--- src/rtl/y2r_pkg.sv ---
// Shared types and constants for the YUYV 4:2:2 to RGB888 converter.
// Used by y2r_chroma, y2r_lane and yuyv_to_rgb888_converter; depends on nothing.
package y2r_pkg;

   localparam int BYTE_W = 8;
   localparam int PROD_W = 18;                 // holds 443 * -128 with sign
   localparam int TERM_W = PROD_W - BYTE_W;    // chroma term after the >>> 8
   localparam int SUM_W  = TERM_W + 1;         // luma plus term, signed

   localparam logic signed [PROD_W-1:0] K_BU = PROD_W'(443);
   localparam logic signed [PROD_W-1:0] K_GV = PROD_W'(179);
   localparam logic signed [PROD_W-1:0] K_GU = PROD_W'(86);
   localparam logic signed [PROD_W-1:0] K_RV = PROD_W'(351);

   localparam logic [BYTE_W-1:0] CH_MAX = 8'd255;

   typedef struct packed {
      logic [BYTE_W-1:0] luma_first;
      logic [BYTE_W-1:0] chroma_blue;
      logic [BYTE_W-1:0] luma_second;
      logic [BYTE_W-1:0] chroma_red;
      logic              frame_end;
   } req_type;

   typedef struct packed {
      logic [BYTE_W-1:0] red_first;
      logic [BYTE_W-1:0] green_first;
      logic [BYTE_W-1:0] blue_first;
      logic [BYTE_W-1:0] red_second;
      logic [BYTE_W-1:0] green_second;
      logic [BYTE_W-1:0] blue_second;
      logic              frame_end_out;
   } rsp_type;

   // Shared chroma terms for one pixel pair, already shifted.
   typedef struct packed {
      logic signed [TERM_W-1:0] bterm;
      logic signed [TERM_W-1:0] gterm;
      logic signed [TERM_W-1:0] rterm;
   } term_type;

   typedef struct packed {
      logic              valid;
      logic [BYTE_W-1:0] luma_first;
      logic [BYTE_W-1:0] luma_second;
      logic              frame_end;
      term_type          terms;
   } stage_type;

   typedef struct packed {
      logic [BYTE_W-1:0] red;
      logic [BYTE_W-1:0] green;
      logic [BYTE_W-1:0] blue;
   } pixel_type;

endpackage

--- src/rtl/y2r_chroma.sv ---
// Shared chroma unit: constant products, then the summed and shifted terms.
// Depends on y2r_pkg.
module y2r_chroma (
   input  logic                clock,
   input  logic                reset,
   input  logic                in_valid,
   input  y2r_pkg::req_type    in_req,
   output y2r_pkg::stage_type  out_stage
);
   import y2r_pkg::*;

   logic signed [PROD_W-1:0] du;
   logic signed [PROD_W-1:0] dv;

   logic signed [PROD_W-1:0] p_bu_ff, p_gv_ff, p_gu_ff, p_rv_ff;
   logic signed [PROD_W-1:0] p_bu_in, p_gv_in, p_gu_in, p_rv_in;
   logic                     valid1_ff;
   logic [BYTE_W-1:0]        luma0_ff, luma1_ff;
   logic                     fend1_ff;

   logic signed [PROD_W-1:0] g_sum;
   stage_type                stage_ff, stage_in;

   // Remove the 128 offset: flipping the top bit gives the signed byte.
   assign du = PROD_W'($signed({~in_req.chroma_blue[BYTE_W-1],
                                 in_req.chroma_blue[BYTE_W-2:0]}));
   assign dv = PROD_W'($signed({~in_req.chroma_red[BYTE_W-1],
                                 in_req.chroma_red[BYTE_W-2:0]}));

   assign p_bu_in = du * K_BU;
   assign p_gv_in = dv * K_GV;
   assign p_gu_in = du * K_GU;
   assign p_rv_in = dv * K_RV;

   always_ff @(posedge clock) begin
      if (reset) begin
         valid1_ff <= 1'b0;
      end else begin
         valid1_ff <= in_valid;
      end
      p_bu_ff  <= p_bu_in;
      p_gv_ff  <= p_gv_in;
      p_gu_ff  <= p_gu_in;
      p_rv_ff  <= p_rv_in;
      luma0_ff <= in_req.luma_first;
      luma1_ff <= in_req.luma_second;
      fend1_ff <= in_req.frame_end;
   end

   assign g_sum = p_gv_ff + p_gu_ff;

   // Arithmetic shift by 8: keep the upper bits, which floors the quotient.
   always_comb begin
      stage_in.valid       = valid1_ff;
      stage_in.luma_first  = luma0_ff;
      stage_in.luma_second = luma1_ff;
      stage_in.frame_end   = fend1_ff;
      stage_in.terms.bterm = p_bu_ff[PROD_W-1:BYTE_W];
      stage_in.terms.gterm = g_sum[PROD_W-1:BYTE_W];
      stage_in.terms.rterm = p_rv_ff[PROD_W-1:BYTE_W];
   end

   always_ff @(posedge clock) begin
      if (reset) begin
         stage_ff.valid <= 1'b0;
      end else begin
         stage_ff.valid <= stage_in.valid;
      end
      stage_ff.luma_first  <= stage_in.luma_first;
      stage_ff.luma_second <= stage_in.luma_second;
      stage_ff.frame_end   <= stage_in.frame_end;
      stage_ff.terms       <= stage_in.terms;
   end

   assign out_stage = stage_ff;

endmodule

--- src/rtl/y2r_lane.sv ---
// One pixel lane: add luma to the shared chroma terms and clamp each channel.
// Depends on y2r_pkg.
module y2r_lane (
   input  logic [y2r_pkg::BYTE_W-1:0] luma,
   input  y2r_pkg::term_type          terms,
   output y2r_pkg::pixel_type         pixel
);
   import y2r_pkg::*;

   logic signed [SUM_W-1:0] y_ext;
   logic signed [SUM_W-1:0] r_sum, g_sum, b_sum;

   function automatic logic [BYTE_W-1:0] clamp_byte(input logic signed [SUM_W-1:0] x);
      logic [BYTE_W-1:0] res;
      if (x < 0) begin
         res = '0;
      end else if (x > $signed(SUM_W'(CH_MAX))) begin
         res = CH_MAX;
      end else begin
         res = x[BYTE_W-1:0];
      end
      return res;
   endfunction

   assign y_ext = $signed(SUM_W'(luma));
   assign r_sum = y_ext + SUM_W'(terms.rterm);
   assign g_sum = y_ext - SUM_W'(terms.gterm);
   assign b_sum = y_ext + SUM_W'(terms.bterm);

   always_comb begin
      pixel.red   = clamp_byte(r_sum);
      pixel.green = clamp_byte(g_sum);
      pixel.blue  = clamp_byte(b_sum);
   end

endmodule

--- src/rtl/yuyv_to_rgb888_converter.sv ---
// Top level of the YUYV 4:2:2 to RGB888 converter: chroma unit, two pixel lanes, merge.
// Depends on y2r_pkg, y2r_chroma and y2r_lane.

// Converts one packed YUYV word (Y0, U, Y1, V) into two RGB888 pixels that
// share the chroma. A request is taken on every clock edge where start is
// high; busy never rises, so a new word may follow in the very next cycle
// and the sustained rate is one request per clock. The result passes through
// the constant-product register, the shifted-term register and the output
// register before it appears, and rsp_valid is high for exactly one
// cycle. The receiver cannot stall the block, so it must take every result
// in the cycle it is shown. Results leave in request order; frame_end passes
// through unchanged alongside its pixel pair.
module yuyv_to_rgb888_converter (
   input  logic              clock,
   input  logic              reset,
   input  logic              start,
   output logic              busy,
   input  y2r_pkg::req_type  req_payload,
   output logic              rsp_valid,
   output y2r_pkg::rsp_type  rsp_payload
);
   import y2r_pkg::*;

   stage_type  stage;
   pixel_type  pix_first, pix_second;
   rsp_type    rsp_ff, rsp_in;
   logic       rsp_valid_ff;
   logic       req_take;

   // The pipeline never backs up, so hold busy low.
   assign busy     = 1'b0;
   assign req_take = start & ~busy;

   // Shared chroma terms for both pixels of the pair.
   y2r_chroma u_chroma (
      .clock     (clock),
      .reset     (reset),
      .in_valid  (req_take),
      .in_req    (req_payload),
      .out_stage (stage)
   );

   // Two lanes side by side, one per luma sample.
   y2r_lane u_lane_first (
      .luma  (stage.luma_first),
      .terms (stage.terms),
      .pixel (pix_first)
   );

   y2r_lane u_lane_second (
      .luma  (stage.luma_second),
      .terms (stage.terms),
      .pixel (pix_second)
   );

   // Merge the lanes into one result word.
   always_comb begin
      rsp_in.red_first     = pix_first.red;
      rsp_in.green_first   = pix_first.green;
      rsp_in.blue_first    = pix_first.blue;
      rsp_in.red_second    = pix_second.red;
      rsp_in.green_second  = pix_second.green;
      rsp_in.blue_second   = pix_second.blue;
      rsp_in.frame_end_out = stage.frame_end;
   end

   // Register the result; advance the strobe with it.
   always_ff @(posedge clock) begin
      if (reset) begin
         rsp_valid_ff <= 1'b0;
      end else begin
         rsp_valid_ff <= stage.valid;
      end
      rsp_ff <= rsp_in;
   end

   assign rsp_valid   = rsp_valid_ff;
   assign rsp_payload = rsp_ff;

endmodule
--- config.mk ---
export PLATFORM = sky130hd
export DESIGN_NAME = yuyv_to_rgb888_converter
export DESIGN_NICKNAME = d
export VERILOG_FILES = /design/src/rtl/y2r_pkg.sv /design/src/rtl/y2r_chroma.sv /design/src/rtl/y2r_lane.sv /design/src/rtl/yuyv_to_rgb888_converter.sv
export SDC_FILE = /design/constraint.sdc
export NUM_CORES = 1
export LEC_CHECK = 0
export BUFFER_PORTS_ARGS = -buffer_cell sky130_fd_sc_hd__buf_2
export CAP_MARGIN = 20
export CORE_ASPECT_RATIO = 0.7
export CORE_MARGIN = 4
export CORE_UTILIZATION = 50
export CTS_CLUSTER_SIZE = 8
export DETAILED_ROUTE_END_ITERATION = 16
export PLACE_DENSITY_LB_ADDON = 0.05
export SETUP_SLACK_MARGIN = 0.2
export SLEW_MARGIN = 0
export SYNTH_ARGS = -nofsm -noshare
export SYNTH_HDL_FRONTEND = slang
export SYNTH_HIERARCHICAL = 1
export SYNTH_SLANG_ARGS = --single-unit
--- constraint.sdc ---
create_clock -name clock -period 8.86 [get_ports clock]
set_input_delay 0.886 -clock clock [delete_from_list [all_inputs] [get_ports clock]]
set_output_delay 0.886 -clock clock [all_outputs]
set_load 0.02 [all_outputs]
==> metrics.txt <==
status complete, no violations; Setup Viol. Count Final 0; Peak VDD IR 0.203 mV; Arr. time, crit path 5.11 ns; Site Rows 47; count leader, synth ha_1; crit-path max cell delay 0.52 ns; Cells after Synth 1,298; CTS tree built; synthesis-stage register bit count 167; Area Overhead vs Synth 11.1%; critical path capture point type flip-flop; Final TNS setup 0 ns; clock sinks 167; nets 1,698; Min-Delay Path Class reg2reg; Final ANT Viol Nets 0; n_diodes 0; initial antenna violation count 0; Post-synth top flop dfxtp_1; worst endpoint required time 9.17 ns; Core ar. 0.0241 mm²; vias 9,136; WL final 26,300 µm; Crit path max-delay family adder cells; H-tree depth 4; syn_nets 1,614; Non-Filler Instances 1,713; GR Overflow Total 0; Synthesis Warnings 6; critical path's slowest cell fa_1; Worst slew margin 36.3%; Yosys top cell by area dfxtp_1; Die Y 140 µm; worst-path cell chain buf_2, inv_1, fa_1, inv_1, fa_1, fa_1, inv_1, fa_1, inv_1, ha_1, and3_1, a211oi_2, a21oi_2, a2111oi_2, nor3_1, xnor2_1; synth unique cells 88; clock skew 0.00796 ns; hold buffers post-CTS 0; post-synth top area share 26.9%; Max Cap Viol 0; GPL Wtd Cong 0.882; crit share post-route 54.2%; max-slew violation count 0; asr flop ratio synth 0%; Slew @ Worst Pin 0.954 ns; unrepaired setup endpoints after global routing no; leakage 6.69 nW; die span in x 196 µm; hold_ws 0.326 ns; PD cells 354 mW/mm²; layout cell share with drive strength beyond 1 11.0%; first-pass GRT wire length 44,200 µm; final hold vios 0; Die ar. 0.0274 mm²; largest net degree at the start of global routing 35; IO Pins 87; crit start category primary input; Avg WL per Cell 15.3 µm; Root Buffer Master clkbuf_16; Overall Global Routing Usage 19.7%; clk_lat worst skew 0.43 ns; sequential area share after synthesis 26.9%; vias in the first global route 8,660; number of synthesized flops with an enable pin 0; mean post-synth cell area 9.56 µm²; Reg clk slew, reported paths 0.07 ns; post_cts resized 0; CTS buffer count 17; 1st-iter DRT viols 551; drt first pass iters 5; CP Max Fanout 9; top cells by count, synth ha_1 (210), inv_1 (177), dfxtp_1 (167); Vias/cell 5.33; Syn Std Cell Area 0.0124 mm²; critical setup path kind in2reg; port buffer count 85; Residual DRC 0; Area contributors post-synth dfxtp_1 (27%), ha_1 (21%), fa_1 (11%), inv_1 (5.4%), a21oi_1 (2.7%); f_max 208 MHz; Final HPWL DP 21,500 µm; placed insts 1,681; Final Critical Period 4.80 ns; crit path buf inv count 5; Post-CTS Setup Inserts 0; Bufs on Longest Clock Path 2; Starting Density 51.6%
[final cells by class]
class	count	area (µm²)
fillers	2181	10300
multi-input cells	931	8310
flip-flops and latches	167	3340
inverters	179	672
repair buffers	86	433
clock buffers	17	425
well taps	318	398
clock inverters	15	203
[sequential cells by signal (all words and copies together) (netlist names)]
signal,count
u_chroma/p_gv_ff,15
rsp_payload,49
u_chroma/valid1_ff,1
u_chroma/luma0_ff,8
u_chroma/luma1_ff,8
u_chroma/p_bu_ff,12
u_chroma/out_stage,48
rsp_valid,1
u_chroma/p_rv_ff,11
u_chroma/fend1_ff,1
u_chroma/p_gu_ff,13
[kinds of logic after synthesis]
logic type / after synthesis / share of synthesized area [%]
and+or+nand+nor: 273 / 11.5
muxes: 1 / 0.0807
buffers and inverters: 200 / 6.12
other: 1 / 0.0302
DFF: 167 / 26.9
xor gates and xnor gates: 62 / 4.38
AOI/OAI and AO/OA: 314 / 18.5
adders and majority gates: 280 / 32.5
[worst paths after layout]
check	startpoint	end	slack [ns]	cells past startpoint
max	req_payload[23]	u_chroma/p_bu_ff[16]	4.06	16
min	u_chroma/p_bu_ff[13]	u_chroma/out_stage[25]	0.33	0
max reg2reg	u_chroma/out_stage[32]	rsp_payload[2]	5.66	8
min reg2reg	u_chroma/p_bu_ff[13]	u_chroma/out_stage[25]	0.33	0
[report_power, final]
| part | leakage (nW) | switching (mW) | internal (mW) | total, mW |
|---|---|---|---|---|
| Clock | 0.306 | 0.354 | 0.412 | 0.767 |
| Sequential | 1.41 | 0.139 | 1.05 | 1.19 |
| Combinational | 4.98 | 1.70 | 1.22 | 2.92 |
| Total | 6.69 | 2.20 | 2.68 | 4.88 |
[metrics by stage]
| step | setup WS (ns) | util (%) | power, mW | instance area [µm²] |
|---|---|---|---|---|
| 6_report | 4.06 | 57.3 | 4.88 | 13800 |
| 5_1_grt | 3.76 | 57.3 | 5.33 | 13800 |
| 4_1_cts | 4.02 | 57.3 | 4.89 | 13800 |
| 3_5_place_dp | 3.55 | 54.7 | 4.09 | 13200 |
| 3_3_place_gp | 3.64 | 54.7 | 4.06 | 13200 |
| 2_1_floorplan | 4.03 | - | 3.40 | 12400 |
[metal layers]
metal	wire length, µm	GRT usage [%]	up-vias
met5	0	0	-
met4	147	3.34	0
met3	1390	4.45	10
met2	10600	28.3	192
met1	14200	30.4	4211
li1	-	-	4723
[layout by cell type (no fill, tap or decap), types with 16 or more instances in the layout]
master | synthesis | layout
ha_1 | 210 | 210
inv_1 | 177 | 177
dfxtp_1 | 167 | 167
buf_2 | 4 | 85
nor2_1 | 75 | 75
fa_1 | 70 | 70
a21oi_1 | 66 | 66
nor3_1 | 45 | 45
o21a_1 | 42 | 42
o21ai_0 | 37 | 37
xnor2_1 | 32 | 32
xor2_1 | 30 | 30
nand2_1 | 29 | 29
a211oi_1 | 26 | 26
nor2b_1 | 24 | 24
a21o_1 | 20 | 20
clkbuf_16 | 0 | 17
nand3_1 | 16 | 16
No activity file was read; power rests on OpenSTA's default activity.
